### config.mk
export PLATFORM = sky130hd
export DESIGN_NAME = hsm_image_sq
export DESIGN_NICKNAME = d
export VERILOG_FILES = /design/src/design/hard_sphere_metropolis_move_assert.svh /design/src/design/hsm_pkg.sv /design/src/design/hsm_image_sq.sv
export SDC_FILE = /design/constraint.sdc
export NUM_CORES = 2
export LEC_CHECK = 0
export BUFFER_PORTS_ARGS = -buffer_cell sky130_fd_sc_hd__clkbuf_2
export CAP_MARGIN = 20
export CORE_MARGIN = 2
export CORE_UTILIZATION = 60
export CTS_CLUSTER_DIAMETER = 30
export DETAILED_ROUTE_END_ITERATION = 7
export PLACE_DENSITY = 0.78
export RECOVER_POWER = 25
export SETUP_SLACK_MARGIN = 0.3
export SLEW_MARGIN = 20
export SYNTH_ARGS = -nofsm -noshare
export SYNTH_HDL_FRONTEND = slang
export SYNTH_SLANG_ARGS = --single-unit
### constraint.sdc
create_clock -name clk -period 8.3 [get_ports clk]
set_input_delay 0.83 -clock clk [delete_from_list [all_inputs] [get_ports clk]]
set_output_delay 0.83 -clock clk [all_outputs]
set_load 0.005 [all_outputs]
### src/design/hard_sphere_metropolis_move_assert.svh
// Assertion macros for the move engine
`ifndef HARD_SPHERE_METROPOLIS_MOVE_ASSERT_SVH
`define HARD_SPHERE_METROPOLIS_MOVE_ASSERT_SVH
`ifndef SYNTH
`define HSM_ASSERT_IMP(label, clk, rst_n, a, c) \
  label: assert property (@(posedge clk) disable iff (!rst_n) (a) |-> (c)) \
    else $error("%m: implication failed");
`define HSM_ASSERT_NEXT(label, clk, rst_n, a, c) \
  label: assert property (@(posedge clk) disable iff (!rst_n) (a) |=> (c)) \
    else $error("%m: next-cycle check failed");
`else
`define HSM_ASSERT_IMP(label, clk, rst_n, a, c)
`define HSM_ASSERT_NEXT(label, clk, rst_n, a, c)
`endif
`endif

### src/design/hsm_pkg.sv
package hsm_pkg;
  localparam int MAX_PARTICLES_DEF = 512;
  localparam int FRAC_BITS_DEF     = 16;
  localparam int POS_W   = 24;
  localparam int RAND_W  = 17;
  localparam int STEP_W  = 17;
  localparam int COUNT_W = 10;
  localparam int TOT_W   = 32;
  localparam int IDX_W   = 9;
  localparam int CFG_IDX_W = 3;
  localparam int CFG_W   = 24;

  localparam logic [CFG_IDX_W-1:0] REG_BOX_X = 3'd0;
  localparam logic [CFG_IDX_W-1:0] REG_BOX_Y = 3'd1;
  localparam logic [CFG_IDX_W-1:0] REG_BOX_Z = 3'd2;
  localparam logic [CFG_IDX_W-1:0] REG_STEP  = 3'd3;
  localparam logic [CFG_IDX_W-1:0] REG_COUNT = 3'd4;

  localparam logic OP_LOAD = 1'b0;
  localparam logic OP_MOVE = 1'b1;

  typedef enum logic [1:0] {
    ST_LOADED   = 2'd0,
    ST_ACCEPTED = 2'd1,
    ST_REJECTED = 2'd2
  } status_t;

  typedef struct packed {
    logic               op;
    logic [IDX_W-1:0]   particle_index;
    logic [POS_W-1:0]   load_x;
    logic [POS_W-1:0]   load_y;
    logic [POS_W-1:0]   load_z;
    logic [RAND_W-1:0]  rand_x;
    logic [RAND_W-1:0]  rand_y;
    logic [RAND_W-1:0]  rand_z;
  } req_t;

  typedef struct packed {
    status_t            status;
    logic [POS_W-1:0]   pos_x;
    logic [POS_W-1:0]   pos_y;
    logic [POS_W-1:0]   pos_z;
    logic [TOT_W-1:0]   accepted_total;
    logic [TOT_W-1:0]   rejected_total;
  } rsp_t;
endpackage

### src/design/hsm_image_sq.sv
// Minimum-image squared distance along one axis, registered.
module hsm_image_sq (
  input  logic                      clk,
  input  logic [hsm_pkg::POS_W-1:0] a,
  input  logic [hsm_pkg::POS_W-1:0] b,
  input  logic [hsm_pkg::POS_W-1:0] box,
  output logic [2*hsm_pkg::POS_W+1:0] sq_r
);
  import hsm_pkg::*;
  logic signed [POS_W+2:0] t, t2, l, m;
  logic [POS_W+1:0] mag, mag_r;
  always_comb begin
    t = $signed({3'b0, a}) - $signed({3'b0, b});
    l = $signed({3'b0, box});
    t2 = t <<< 1;
    if (t2 > l) m = t - l;
    else if (t2 < -l) m = t + l;
    else m = t;
    mag = m[POS_W+2] ? (POS_W+2)'(-m) : (POS_W+2)'(m);
  end
  always_ff @(posedge clk) begin
    mag_r <= mag;
    sq_r <= (2*POS_W+2)'(mag_r) * (2*POS_W+2)'(mag_r);
  end
endmodule

==> results.py <==
metrics = {
    "status": {
        "outcome": "finished, final reports clean",
    },
    "timing": {
        "setup_violations": 0,
        "rsz0062_at_grt": "yes",
        "finalClockSkew_ns": 0.0210,
        "slew_headroom_pct": 28.8,
        "finalHoldViolCount": 0,
        "fmax_mhz": 130,
        "tightest_slew_ns": 1.07,
        "period_share_pct": 92.9,
        "maxSlewViolCount": 0,
        "fin_tns_setup_ns": 0,
        "hold_slack_ns": 0.646,
        "fin_crit_ns": 7.71,
    },
    "floorplanning": {
        "die_h_um": 215,
        "core_area_sq_mm": 0.0441,
        "dieWidth_um": 215,
        "rows": 77,
        "dieArea_sq_mm": 0.0464,
        "start_util_pct": 60.7,
        "pin_count": 123,
    },
    "yosys": {
        "synth.avg_cell_area_sq_um": 8.77,
        "synth_edf_count": 0,
        "yosys-top-cells-area": "fa_1 39%, ha_1 14%, inv_1 11%",
        "ys_seq_area_share_pct": 5.60,
        "yosysTopAreaCell": "fa_1",
        "synthFlopType": "dfxtp_1",
        "syn_inst": 3057,
        "synth_top_area_share_pct": 38.6,
        "synth-seq-cells": 75,
        "ys_types": 79,
        "synthArstFlopShare_pct": 0,
        "yosysWarnings": 0,
        "syn_area_sq_mm": 0.0268,
    },
    "hold_path": {
        "hp-class": "reg -> reg",
    },
    "detailed_routing": {
        "wirelength_um": 66000,
        "viasPerCell": 5.63,
        "drt-initial-drc-count": 1700,
        "drc_errors": 0,
        "drt-pass1-iter-count": 6,
        "detail-route-antenna-nets": 0,
        "vias": 21061,
        "route.detailed.wl_per_inst_um": 17.6,
    },
    "clocking": {
        "clock-sinks": 75,
        "numCtsBuffers": 9,
        "clk_latency_ns": 0.39,
        "post_cts_buffers": 0,
        "cts_root_buf": "clkbuf_16",
        "cts_tree": "built",
        "htree_num_levels": 3,
        "clk_pin_slew_ns": 0.06,
        "clockBufferDepth": 2,
    },
    "critical_path": {
        "arrival_ns": 8.02,
        "crit_fanout": 14,
        "crit_required_ns": 8.60,
        "crit_type": "reg -> reg",
        "cp-end-kind": "register",
        "worstSetupStartpointType": "register",
    },
    "grt": {
        "grt_pass1_vias": 22675,
        "grt-ovfl-total": 0,
        "grtUsageTotal_pct": 29.7,
        "grt_start_max_net_pins": 32,
        "antenna_found_initial": 0,
        "grt_pass1_wl_um": 111000,
    },
    "final_layout": {
        "nFillCells": 3661,
        "antennaDiodeCount": 0,
        "drive_gt1_share_pct": 6.83,
        "layout.nets": 4043,
        "area_growth_pct": 6.19,
        "stdcell_count": 3742,
        "final_common_cell": "inv_1",
        "stdcell_area_sq_mm": 0.0285,
        "mostFrequentLayoutCells": "774 x inv_1, 517 x fa_1, 308 x ha_1",
    },
    "run": {
        "drv_cap": 0,
    },
    "place": {
        "dpl_cell_area_sq_mm": 0.0281,
        "dp_hpwl_um": 56700,
        "port_buffers": 121,
        "dp_cells": 3726,
        "gp_congestion": 0.939,
    },
}
-- cell type report --
class | instances | area [sq um] | area share (%)
Multi-Input combinational cell | 2118 | 22000 | 77.4
Inverter | 774 | 2910 | 10.2
Sequential cell | 75 | 1510 | 5.32
Timing Repair Buffer | 167 | 936 | 3.29
Tap cell | 592 | 741 | 2.60
Clock buffer | 9 | 225 | 0.791
Clock inverter | 7 | 105 | 0.369
-- metal layers --
metal	vias up	share of wire [%]	global-route usage (%)
li1	9688	-	-
met1	10429	42	38.7
met2	812	49	51.5
met3	132	6.9	4.46
met4	0	2.6	8.55
met5	-	0	0
-- worst max-delay path: stages, from the launching register on --
cell	delay, ns
dfxtp_1	0.48
buf_4	0.29
nand2_1	0.11
fa_1	0.62
fa_1	0.47
fa_1	0.48
fa_1	0.56
inv_1	0.07
fa_1	0.50
fa_1	0.49
inv_1	0.05
fa_1	0.49
inv_1	0.04
ha_1	0.37
nand2_1	0.13
a21oi_1	0.15
o21ai_0	0.12
a21oi_1	0.14
a21bo_2	0.25
a32oi_2	0.28
a211oi_1	0.13
buf_4	0.18
o2111ai_1	0.29
a31oi_1	0.19
or4b_2	0.62
o2111ai_1	0.10
-- cells in the mapped netlist (all sizes together) (6+ instances only) --
cell type / instances
xor2: 38
fa: 517
a21oi: 115
ha: 308
o21a: 15
a21o: 45
and2: 151
a41oi: 7
nor2: 118
inv: 774
a2111oi: 13
or3: 12
and3: 12
mux2i: 17
nand3: 27
nor3: 41
o21ai: 78
nand4: 23
a311oi: 9
nor2b: 21
buf: 13
nand3b: 6
nand2b: 21
or4: 7
dfxtp: 75
o2111ai: 7
a31oi: 22
o31ai: 11
o211ai: 16
o21bai: 15
clkbuf: 78
xnor2: 98
a211oi: 20
nor4: 10
o31a: 6
nand2: 236
-- sequential cells by signal (all words and copies together), names as in the netlist --
register  cells
sq_r         49
mag_r        26
-- per-stage QoR --
| stage | util (%) | worst slack, ns |
|---|---|---|
| 6_report | 64.5 | 0.587 |
| 5_1_grt | 64.5 | 0.232 |
| 4_1_cts | 64.5 | 0.308 |
| 3_5_place_dp | 63.7 | 0.259 |
| 3_3_place_gp | 63.7 | 0.564 |
| 2_1_floorplan | - | 1.03 |
-- logic make-up (layout without fill, tap and decap cells) --
group,count (synthesis),after routing,share of synthesized area (%)
AOI/OAI and AO/OA,434,434,11.0
xor gates and xnor gates,136,136,4.45
adders and majority gates,825,825,53.0
buffers and inverters,865,957,12.3
DFF,75,75,5.60
muxes,21,21,0.803
other,1,2,0.0140
and+or+nand+nor,700,700,12.9
-- final timing paths --
check	endpoint	cells after the start	startpoint	slack, ns
setup / recovery	sq_r[46]	25	mag_r[11]	0.59
hold / removal	sq_r[0]	0	mag_r[0]	0.65
setup reg to reg	sq_r[46]	25	mag_r[11]	0.59
hold reg to reg	sq_r[0]	0	mag_r[0]	0.65
-- timing repair --
| item | CTS | global route |
|---|---|---|
| pin swaps | 0 | 0 |
| hold buffers | 0 | 0 |
| gates resized for setup | 1 | 11 |
| endpoints found under the setup margin | 1 | 7 |
| endpoints found under the hold margin | 0 | 0 |
Power is left out: the tool's default activity adds up to more than one toggle a clock period on the data nets, which glitch-free logic cannot reach.
